<file path="src/sv/dad_pkg.sv">
`timescale 1ns / 1ps
// ----------------------------------------------------------------------------
// dad_pkg
// Types, constants and the month-length lookup for the date adder.
// ----------------------------------------------------------------------------
package dad_pkg;

    localparam int DATE_W  = 27;
    localparam int YEAR_W  = 14;
    localparam int COUNT_W = 16;
    localparam int RECIP_W = 28;

    localparam logic [DATE_W-1:0] DATE_MIN       = 27'd10000000;
    localparam logic [DATE_W-1:0] DATE_MAX       = 27'd99999999;
    localparam logic [DATE_W-1:0] DATE_SATURATED = 27'd99991231;
    localparam logic [YEAR_W-1:0] YEAR_LAST      = 14'd9999;
    localparam logic [YEAR_W-1:0] DIV_YEAR       = 14'd10000;
    localparam logic [YEAR_W-1:0] DIV_HUNDRED    = 14'd100;

    // ceil(2^41 / 10000) is exact for any 27-bit dividend,
    // ceil(2^21 / 100) for any 14-bit dividend
    localparam int                 SHIFT_YEAR    = 41;
    localparam int                 SHIFT_HUNDRED = 21;
    localparam logic [RECIP_W-1:0] RECIP_YEAR    = 28'd219902326;
    localparam logic [RECIP_W-1:0] RECIP_HUNDRED = 28'd20972;

    localparam logic [3:0] MONTH_FEB = 4'd2;
    localparam logic [3:0] MONTH_APR = 4'd4;
    localparam logic [3:0] MONTH_JUN = 4'd6;
    localparam logic [3:0] MONTH_SEP = 4'd9;
    localparam logic [3:0] MONTH_NOV = 4'd11;

    typedef enum logic [8:0] {
        S_IDLE    = 9'b000000001,
        S_DIV_Y   = 9'b000000010,
        S_DIV_M   = 9'b000000100,
        S_DIV_L   = 9'b000001000,
        S_CHECK   = 9'b000010000,
        S_STEP    = 9'b000100000,
        S_PACK_Y  = 9'b001000000,
        S_PACK_MD = 9'b010000000,
        S_OUT     = 9'b100000000
    } state_t;

    function automatic logic [4:0] month_days(input logic [3:0] month, input logic leap);
        logic [4:0] len;
        case (month) inside
            MONTH_APR, MONTH_JUN, MONTH_SEP, MONTH_NOV: len = 5'd30;
            MONTH_FEB: len = leap ? 5'd29 : 5'd28;
            default: len = 5'd31;
        endcase
        return len;
    endfunction

endpackage

</file>
<file path="src/sv/dad_divider.sv">
`timescale 1ns / 1ps
// ----------------------------------------------------------------------------
// dad_divider
// Divide by 10000 or by 100 through a reciprocal multiply, shared by all
// the decimal splits of the date adder. The dividend is registered, then
// the quotient, then the remainder, with done raised alongside the remainder.
// ----------------------------------------------------------------------------
module dad_divider
    import dad_pkg::*;
(
    input  logic              clk,
    input  logic              rst_n,
    input  logic              start,
    input  logic              by_year,
    input  logic [DATE_W-1:0] dividend,
    output logic              done,
    output logic [YEAR_W-1:0] quotient,
    output logic [YEAR_W-1:0] remainder
);

    localparam int PROD_W = DATE_W + RECIP_W;

    logic              mul_pend_reg, mul_pend_next;
    logic              rem_pend_reg, rem_pend_next;
    logic              done_reg, done_next;
    logic              year_reg, year_next;
    logic [DATE_W-1:0] dvd_reg, dvd_next;
    logic [YEAR_W-1:0] quot_reg, quot_next;
    logic [YEAR_W-1:0] rem_reg, rem_next;

    logic [RECIP_W-1:0] recip;
    logic [PROD_W-1:0]  prod;
    logic [YEAR_W-1:0]  dvs;
    logic [DATE_W-1:0]  back;

    assign recip = year_reg ? RECIP_YEAR : RECIP_HUNDRED;
    assign prod  = PROD_W'(dvd_reg) * PROD_W'(recip);
    assign dvs   = year_reg ? DIV_YEAR : DIV_HUNDRED;
    assign back  = dvd_reg - DATE_W'(quot_reg) * DATE_W'(dvs);

    always_comb
    begin
        mul_pend_next = start;
        rem_pend_next = mul_pend_reg;
        done_next     = rem_pend_reg;
        year_next     = year_reg;
        dvd_next      = dvd_reg;
        quot_next     = quot_reg;
        rem_next      = rem_reg;
        if (start)
        begin
            year_next = by_year;
            dvd_next  = dividend;
        end
        if (mul_pend_reg)
        begin
            quot_next = year_reg ? prod[SHIFT_YEAR +: YEAR_W] : prod[SHIFT_HUNDRED +: YEAR_W];
        end
        if (rem_pend_reg)
        begin
            rem_next = back[YEAR_W-1:0];
        end
    end

    always_ff @(posedge clk or negedge rst_n)
    begin
        if (!rst_n)
        begin
            mul_pend_reg <= 1'b0;
            rem_pend_reg <= 1'b0;
            done_reg     <= 1'b0;
        end
        else
        begin
            mul_pend_reg <= mul_pend_next;
            rem_pend_reg <= rem_pend_next;
            done_reg     <= done_next;
        end
    end

    always_ff @(posedge clk)
    begin
        year_reg <= year_next;
        dvd_reg  <= dvd_next;
        quot_reg <= quot_next;
        rem_reg  <= rem_next;
    end

    assign done      = done_reg;
    assign quotient  = quot_reg;
    assign remainder = rem_reg;

endmodule

</file>
<file path="src/sv/date_add_days.sv">
`timescale 1ns / 1ps
// ----------------------------------------------------------------------------
// date_add_days
// Adds a day count to a packed YYYYMMDD Gregorian date, a month per step.
// ----------------------------------------------------------------------------
// Sequence per item: three splits in the shared divide unit (year, month and
// day, leap year), one check, one month step per month crossed (at most about
// 2155) plus a final step, then the pack states. An invalid start goes from the check to output.
// One item at a time; the next is taken in the idle state after the result leaves.
// Reset (rst_n, async, active low) returns the sequencer to idle.
module date_add_days
    import dad_pkg::*;
(
    input  logic              clk,
    input  logic              rst_n,
    input  logic              in_valid,
    output logic              in_ready,
    input  logic [DATE_W-1:0] start_date,
    input  logic [15:0]       days_to_add,
    output logic              out_valid,
    input  logic              out_ready,
    output logic [DATE_W-1:0] result_date,
    output logic              input_invalid,
    output logic              year_overflow
);

    state_t              state_reg, state_next;
    logic [DATE_W-1:0]   date_reg, date_next;
    logic [COUNT_W-1:0]  n_reg, n_next;
    logic [YEAR_W-1:0]   y_reg, y_next;
    logic [6:0]          m_reg, m_next;
    logic [6:0]          d_reg, d_next;
    logic [6:0]          mod100_reg, mod100_next;
    logic [8:0]          mod400_reg, mod400_next;
    logic [DATE_W-1:0]   acc_reg, acc_next;
    logic [DATE_W-1:0]   res_reg, res_next;
    logic                inv_reg, inv_next;
    logic                ovf_reg, ovf_next;

    logic                div_start;
    logic                div_by_year;
    logic [DATE_W-1:0]   div_dividend;
    logic                div_done;
    logic [YEAR_W-1:0]   div_quot;
    logic [YEAR_W-1:0]   div_rem;

    logic                leap;
    logic [4:0]          dim;
    logic [COUNT_W:0]    day_sum;
    logic                bad_date;

    dad_divider u_div (
        .clk      (clk),
        .rst_n    (rst_n),
        .start    (div_start),
        .by_year  (div_by_year),
        .dividend (div_dividend),
        .done     (div_done),
        .quotient (div_quot),
        .remainder(div_rem)
    );

    assign leap    = (mod400_reg == 9'd0) || ((mod100_reg != 7'd0) && (y_reg[1:0] == 2'd0));
    assign dim     = month_days(m_reg[3:0], leap);
    assign day_sum = {{(COUNT_W-6){1'b0}}, d_reg} + {1'b0, n_reg};

    assign bad_date = (date_reg < DATE_MIN) || (date_reg > DATE_MAX)
                   || (m_reg < 7'd1) || (m_reg > 7'd12)
                   || (d_reg < 7'd1) || (d_reg > {2'b00, dim});

    always_comb
    begin
        state_next   = state_reg;
        date_next    = date_reg;
        n_next       = n_reg;
        y_next       = y_reg;
        m_next       = m_reg;
        d_next       = d_reg;
        mod100_next  = mod100_reg;
        mod400_next  = mod400_reg;
        acc_next     = acc_reg;
        res_next     = res_reg;
        inv_next     = inv_reg;
        ovf_next     = ovf_reg;
        div_start    = 1'b0;
        div_dividend = start_date;
        div_by_year  = 1'b1;

        unique case (state_reg)
            S_IDLE:
            begin
                if (in_valid)
                begin
                    date_next  = start_date;
                    n_next     = days_to_add;
                    div_start  = 1'b1;
                    state_next = S_DIV_Y;
                end
            end
            S_DIV_Y:
            begin
                if (div_done)
                begin
                    y_next       = div_quot;
                    div_start    = 1'b1;
                    div_dividend = DATE_W'(div_rem);
                    div_by_year  = 1'b0;
                    state_next   = S_DIV_M;
                end
            end
            S_DIV_M:
            begin
                if (div_done)
                begin
                    m_next       = div_quot[6:0];
                    d_next       = div_rem[6:0];
                    div_start    = 1'b1;
                    div_dividend = DATE_W'(y_reg);
                    div_by_year  = 1'b0;
                    state_next   = S_DIV_L;
                end
            end
            S_DIV_L:
            begin
                if (div_done)
                begin
                    // year mod 400 = (year/100 mod 4)*100 + year mod 100
                    mod100_next = div_rem[6:0];
                    mod400_next = 9'(div_quot[1:0]) * 9'd100 + 9'(div_rem[6:0]);
                    state_next  = S_CHECK;
                end
            end
            S_CHECK:
            begin
                if (bad_date)
                begin
                    res_next   = date_reg;
                    inv_next   = 1'b1;
                    ovf_next   = 1'b0;
                    state_next = S_OUT;
                end
                else
                begin
                    state_next = S_STEP;
                end
            end
            S_STEP:
            begin
                if (n_reg == '0)
                begin
                    state_next = S_PACK_Y;
                end
                else if (day_sum <= (COUNT_W+1)'(dim))
                begin
                    d_next     = day_sum[6:0];
                    n_next     = '0;
                    state_next = S_PACK_Y;
                end
                else
                begin
                    n_next = n_reg - COUNT_W'(dim - d_reg[4:0] + 5'd1);
                    d_next = 7'd1;
                    if (m_reg == 7'd12)
                    begin
                        m_next = 7'd1;
                        if (y_reg == YEAR_LAST)
                        begin
                            res_next   = DATE_SATURATED;
                            inv_next   = 1'b0;
                            ovf_next   = 1'b1;
                            state_next = S_OUT;
                        end
                        else
                        begin
                            y_next      = y_reg + 1'b1;
                            mod100_next = (mod100_reg == 7'd99) ? 7'd0 : mod100_reg + 1'b1;
                            mod400_next = (mod400_reg == 9'd399) ? 9'd0 : mod400_reg + 1'b1;
                        end
                    end
                    else
                    begin
                        m_next = m_reg + 1'b1;
                    end
                end
            end
            S_PACK_Y:
            begin
                acc_next   = DATE_W'(y_reg) * DATE_W'(DIV_YEAR);
                state_next = S_PACK_MD;
            end
            S_PACK_MD:
            begin
                res_next   = acc_reg + DATE_W'(m_reg) * DATE_W'(DIV_HUNDRED) + DATE_W'(d_reg);
                inv_next   = 1'b0;
                ovf_next   = 1'b0;
                state_next = S_OUT;
            end
            S_OUT:
            begin
                if (out_ready)
                begin
                    state_next = S_IDLE;
                end
            end
            default:
            begin
                state_next = S_IDLE;
            end
        endcase
    end

    always_ff @(posedge clk or negedge rst_n)
    begin
        if (!rst_n)
        begin
            state_reg <= S_IDLE;
        end
        else
        begin
            state_reg <= state_next;
        end
    end

    always_ff @(posedge clk)
    begin
        date_reg   <= date_next;
        n_reg      <= n_next;
        y_reg      <= y_next;
        m_reg      <= m_next;
        d_reg      <= d_next;
        mod100_reg <= mod100_next;
        mod400_reg <= mod400_next;
        acc_reg    <= acc_next;
        res_reg    <= res_next;
        inv_reg    <= inv_next;
        ovf_reg    <= ovf_next;
    end

    assign in_ready      = (state_reg == S_IDLE);
    assign out_valid     = (state_reg == S_OUT);
    assign result_date   = res_reg;
    assign input_invalid = inv_reg;
    assign year_overflow = ovf_reg;

endmodule
</file>
<file path="config.mk">
export PLATFORM = sky130hd
export DESIGN_NAME = date_add_days
export DESIGN_NICKNAME = d
export VERILOG_FILES = /design/src/sv/dad_pkg.sv /design/src/sv/dad_divider.sv /design/src/sv/date_add_days.sv
export SDC_FILE = /design/constraint.sdc
export NUM_CORES = 2
export LEC_CHECK = 0
export BUFFER_PORTS_ARGS = -buffer_cell sky130_fd_sc_hd__buf_2
export CAP_MARGIN = 20
export CORE_MARGIN = 2
export CORE_UTILIZATION = 60
export CTS_BUF_LIST = sky130_fd_sc_hd__clkbuf_8
export DETAILED_ROUTE_END_ITERATION = 8
export HOLD_SLACK_MARGIN = 0.03
export PLACE_DENSITY = 0.85
export REMOVE_ABC_BUFFERS = 1
export SLEW_MARGIN = 20
export SYNTH_ARGS = -nofsm -noshare
export SYNTH_HDL_FRONTEND = slang
export SYNTH_HIERARCHICAL = 1
export SYNTH_SLANG_ARGS = --single-unit
</file>
<file path="constraint.sdc">
create_clock -name clk -period 7.11 [get_ports clk]
set_input_delay 1.7775 -clock clk [delete_from_list [all_inputs] [get_ports clk]]
set_output_delay 1.7775 -clock clk [all_outputs]
set_load 0.005 [all_outputs]
</file>
==> flow_summary.ini <==
[outcome]
outcome = finished, violations left
violations = negative setup slack

[cells_and_area]
num-nets-final = 4371
utilization_pct = 67.17
layout_commonest_cell = inv_1
final_cell_mix = 763 x inv_1, 505 x ha_1, 414 x fa_1
drive_gt1_share_pct = 13.17
area_growth_syn_to_layout_pct = 10.94

[clock_tree]
htreeDepth = 2
cts_max_path_buffers = 3
tritoncts = done
cts_buffers = 37
cts_sinks = 207
clk_latency_ns = 0.62
cts-hold-fix-buffers = 0
cts-root-buf = clkbuf_8
path_clk_slew_ns = 0.07

[synthesis]
synth_ff_type = edfxtp_1
synthSimpleGateAreaFrac_pct = 8.278
async_flop_share_pct = 5.797
netlist_instances = 3152
synth_edf_count = 195
synth_compound_area_share_pct = 8.885
synth.distinct_cells = 93
yosys_warnings = 6
synth_top_family_by_area = adder cells
synth_area_per_cell_um2 = 10.07
synth_mux_area_share_pct = 0.4177
yosysSeqAreaShare_pct = 19.39
synth-seq-cells = 207
synth_area_um2 = 31760
synthAdderAreaFrac_pct = 48.65
synth_xor_area_share_pct = 4.247

[hold_path]
hold_depth = 2
min_from = u_div/quotient[13]$_DFFE_PP_
hold_end = y_reg[13]$_DFFE_PP_
worst_hold_path_type = register to register

[worst_setup_path]
cp_max_fo = 8
critical_path.startpoint_type = register
worstRegToRegCells = 27
r2r_start = u_div/year_reg$_DFFE_PP_
crit_path_end_kind = register
required_ns = 7.49
cp.arrival_ns = 7.57
r2r_end = u_div/quotient[13]$_DFFE_PP_
r2r_slack_ns = -0.08
worstSetupPathType = register to register

[global_route]
overflow = 0
grt_max_degree = 86
grt_pass1_wl_um = 132500
grt_pass1_vias = 25050
grt_usage_pct = 31.57
antenna_found_initial = 1

[timing]
hold_violations = 0
final_max_slew_viol_count = 0
finClkSkew_ns = 0.02512
layout_setup_ws_ns = -0.08367
period_share_pct = 101.2
setup_violations = 1
timing.fmax_mhz = 139.0
fin_crit_ns = 7.194
relSlewSlack_pct = 25.29
worst_slew_pin_slew_ns = 1.111
rsz0062_at_grt = true

[place]
dp_slack_ns = -0.2558
dpl.hpwl_um = 68430
port_buffers = 77
place_congestion = 1.006

[floorplan]
die_w_um = 234.1
io-pin-count = 78
num_rows = 84
core_area_um2 = 52450
die_h_um = 234.1
initial_core_util_pct = 60.55
dieArea_um2 = 54780

[drt]
dr.first_iter.drc_count = 1861
postRouteAntennaNets = 0
vias_per_cell = 5.806
via_count = 23629
firstDrtPassIters = 5
post-route-drc-count = 0
wl_per_cell_um = 20.72
finalWirelength_um = 84330

[run]
cap_violations = 0
[worst max-delay path: stages (launching register included)]
cell      delay, ns
edfxtp_1       0.47
buf_12         0.20
buf_4          0.17
buf_6          0.14
nand2_4        0.06
inv_2          0.05
fa_1           0.49
inv_1          0.06
fa_1           0.46
fa_1           0.51
inv_2          0.05
fa_2           0.58
fa_2           0.44
fa_1           0.53
inv_2          0.06
fa_1           0.53
inv_1          0.08
ha_2           0.22
a211oi_4       0.31
o21ai_2        0.11
a22oi_2        0.21
o21ai_2        0.09
a2111o_1       0.42
nand2_2        0.10
o21ai_2        0.08
xnor2_2        0.26
mux2i_1        0.16
buf_4          0.15
[metrics by stage]
stage	instances	cell area (um^2)	hold WS, ns	TNS (ns)
final	4070	35230	0.5468	-0.08367
after global routing	4069	35230	0.5706	-0.7640
after CTS	4060	34660	0.5404	0
after detailed placement	3987	33760	0.5189	-0.7174
after global placement	3987	33760	0.5132	-0.08970
after floorplan	3103	31560	0.4963	-15.53
[worst max-delay path by stage]
stage / start / end / slack [ns] / cells past startpoint
3_3_place_gp: u_div/year_reg$_DFFE_PP_ / u_div/quotient[13]$_DFFE_PP_ / -0.09 / 27
6_report: u_div/year_reg$_DFFE_PP_ / u_div/quotient[13]$_DFFE_PP_ / -0.08 / 27
2_1_floorplan: u_div/year_reg$_DFFE_PP_ / u_div/quotient[9]$_DFFE_PP_ / -1.33 / 22
4_1_cts: u_div/year_reg$_DFFE_PP_ / u_div/quotient[9]$_DFFE_PP_ / 0.002 / 30
5_1_grt: u_div/year_reg$_DFFE_PP_ / u_div/quotient[12]$_DFFE_PP_ / -0.15 / 25
3_5_place_dp: u_div/year_reg$_DFFE_PP_ / u_div/quotient[13]$_DFFE_PP_ / -0.26 / 27
[routing by layer]
| metal | global-route usage [%] | wire (um) | vias up |
|---|---|---|---|
| met5 | 0 | 0 | - |
| met4 | 14.38 | 4481 | 0 |
| met3 | 7.624 | 7320 | 284 |
| met2 | 53.01 | 41110 | 1098 |
| met1 | 38.55 | 31420 | 11629 |
| li1 | - | - | 10618 |
[repair_timing]
| action | in CTS | in global routing |
|---|---|---|
| setup endpoints to repair | 9 | 14 |
| gates cloned | 1 | 0 |
| hold endpoints to repair | 0 | 0 |
| setup buffers | 5 | 9 |
| resized for setup | 27 | 142 |
| pin swaps | 20 | 72 |
[cell type report]
| type | instances | area (um^2) |
|---|---|---|
| Tap cell | 688 | 860.8 |
| Sequential cell | 207 | 6157 |
| Clock inverter | 30 | 202.7 |
| Timing Repair Buffer | 210 | 1423 |
| Clock buffer | 37 | 509.2 |
| Inverter | 796 | 2992 |
| Fill cell | 3647 | 17220 |
| Multi-Input combinational cell | 2100 | 23080 |
| Antenna cell | 2 | 5.005 |
[synth_stat cells, types with 4 or more instances]
cell / n / area share, %
a31oi_1: 14 / 0.28
nand4_1: 18 / 0.35
xnor2_1: 102 / 2.8
dfrtp_1: 11 / 0.87
a21oi_2: 5 / 0.14
o211ai_1: 11 / 0.26
nor3_1: 39 / 0.61
nand3b_1: 4 / 0.095
and4_1: 4 / 0.11
a21o_1: 31 / 0.73
nand2_1: 169 / 2.0
o31ai_1: 19 / 0.45
o21bai_1: 17 / 0.40
ha_1: 534 / 21
o21ai_1: 16 / 0.25
and2_1: 25 / 0.49
a211oi_1: 16 / 0.38
and3_1: 19 / 0.37
o211a_1: 4 / 0.13
nor3b_1: 4 / 0.095
nand3_1: 50 / 0.79
clkbuf_1: 43 / 0.51
o22ai_1: 7 / 0.14
nor2_1: 96 / 1.1
or2_2: 6 / 0.12
a22oi_1: 18 / 0.43
fa_1: 438 / 28
a32oi_1: 4 / 0.11
edfxtp_1: 195 / 18
inv_1: 794 / 9.4
o21a_1: 9 / 0.21
xor2_1: 52 / 1.4
o21ai_0: 92 / 1.4
or3_1: 6 / 0.12
a21oi_1: 98 / 1.5
nor2b_1: 23 / 0.45
buf_2: 12 / 0.19
nor4_1: 11 / 0.22
nand2b_1: 30 / 0.59
mux2i_1: 11 / 0.35
a22o_1: 6 / 0.17
[cell families (layout without fill, tap and decap cells)]
group | after synthesis | count (layout)
fa+ha+maj | 972 | 972
buf+inv | 852 | 1073
simple gates | 527 | 527
compound gates | 426 | 426
mux | 13 | 13
xor+xnor | 154 | 154
other cells | 1 | 10
flops | 207 | 207
Power is left out: the tool's default activity adds up to more than one toggle a clock period on the data nets, which glitch-free logic cannot reach.
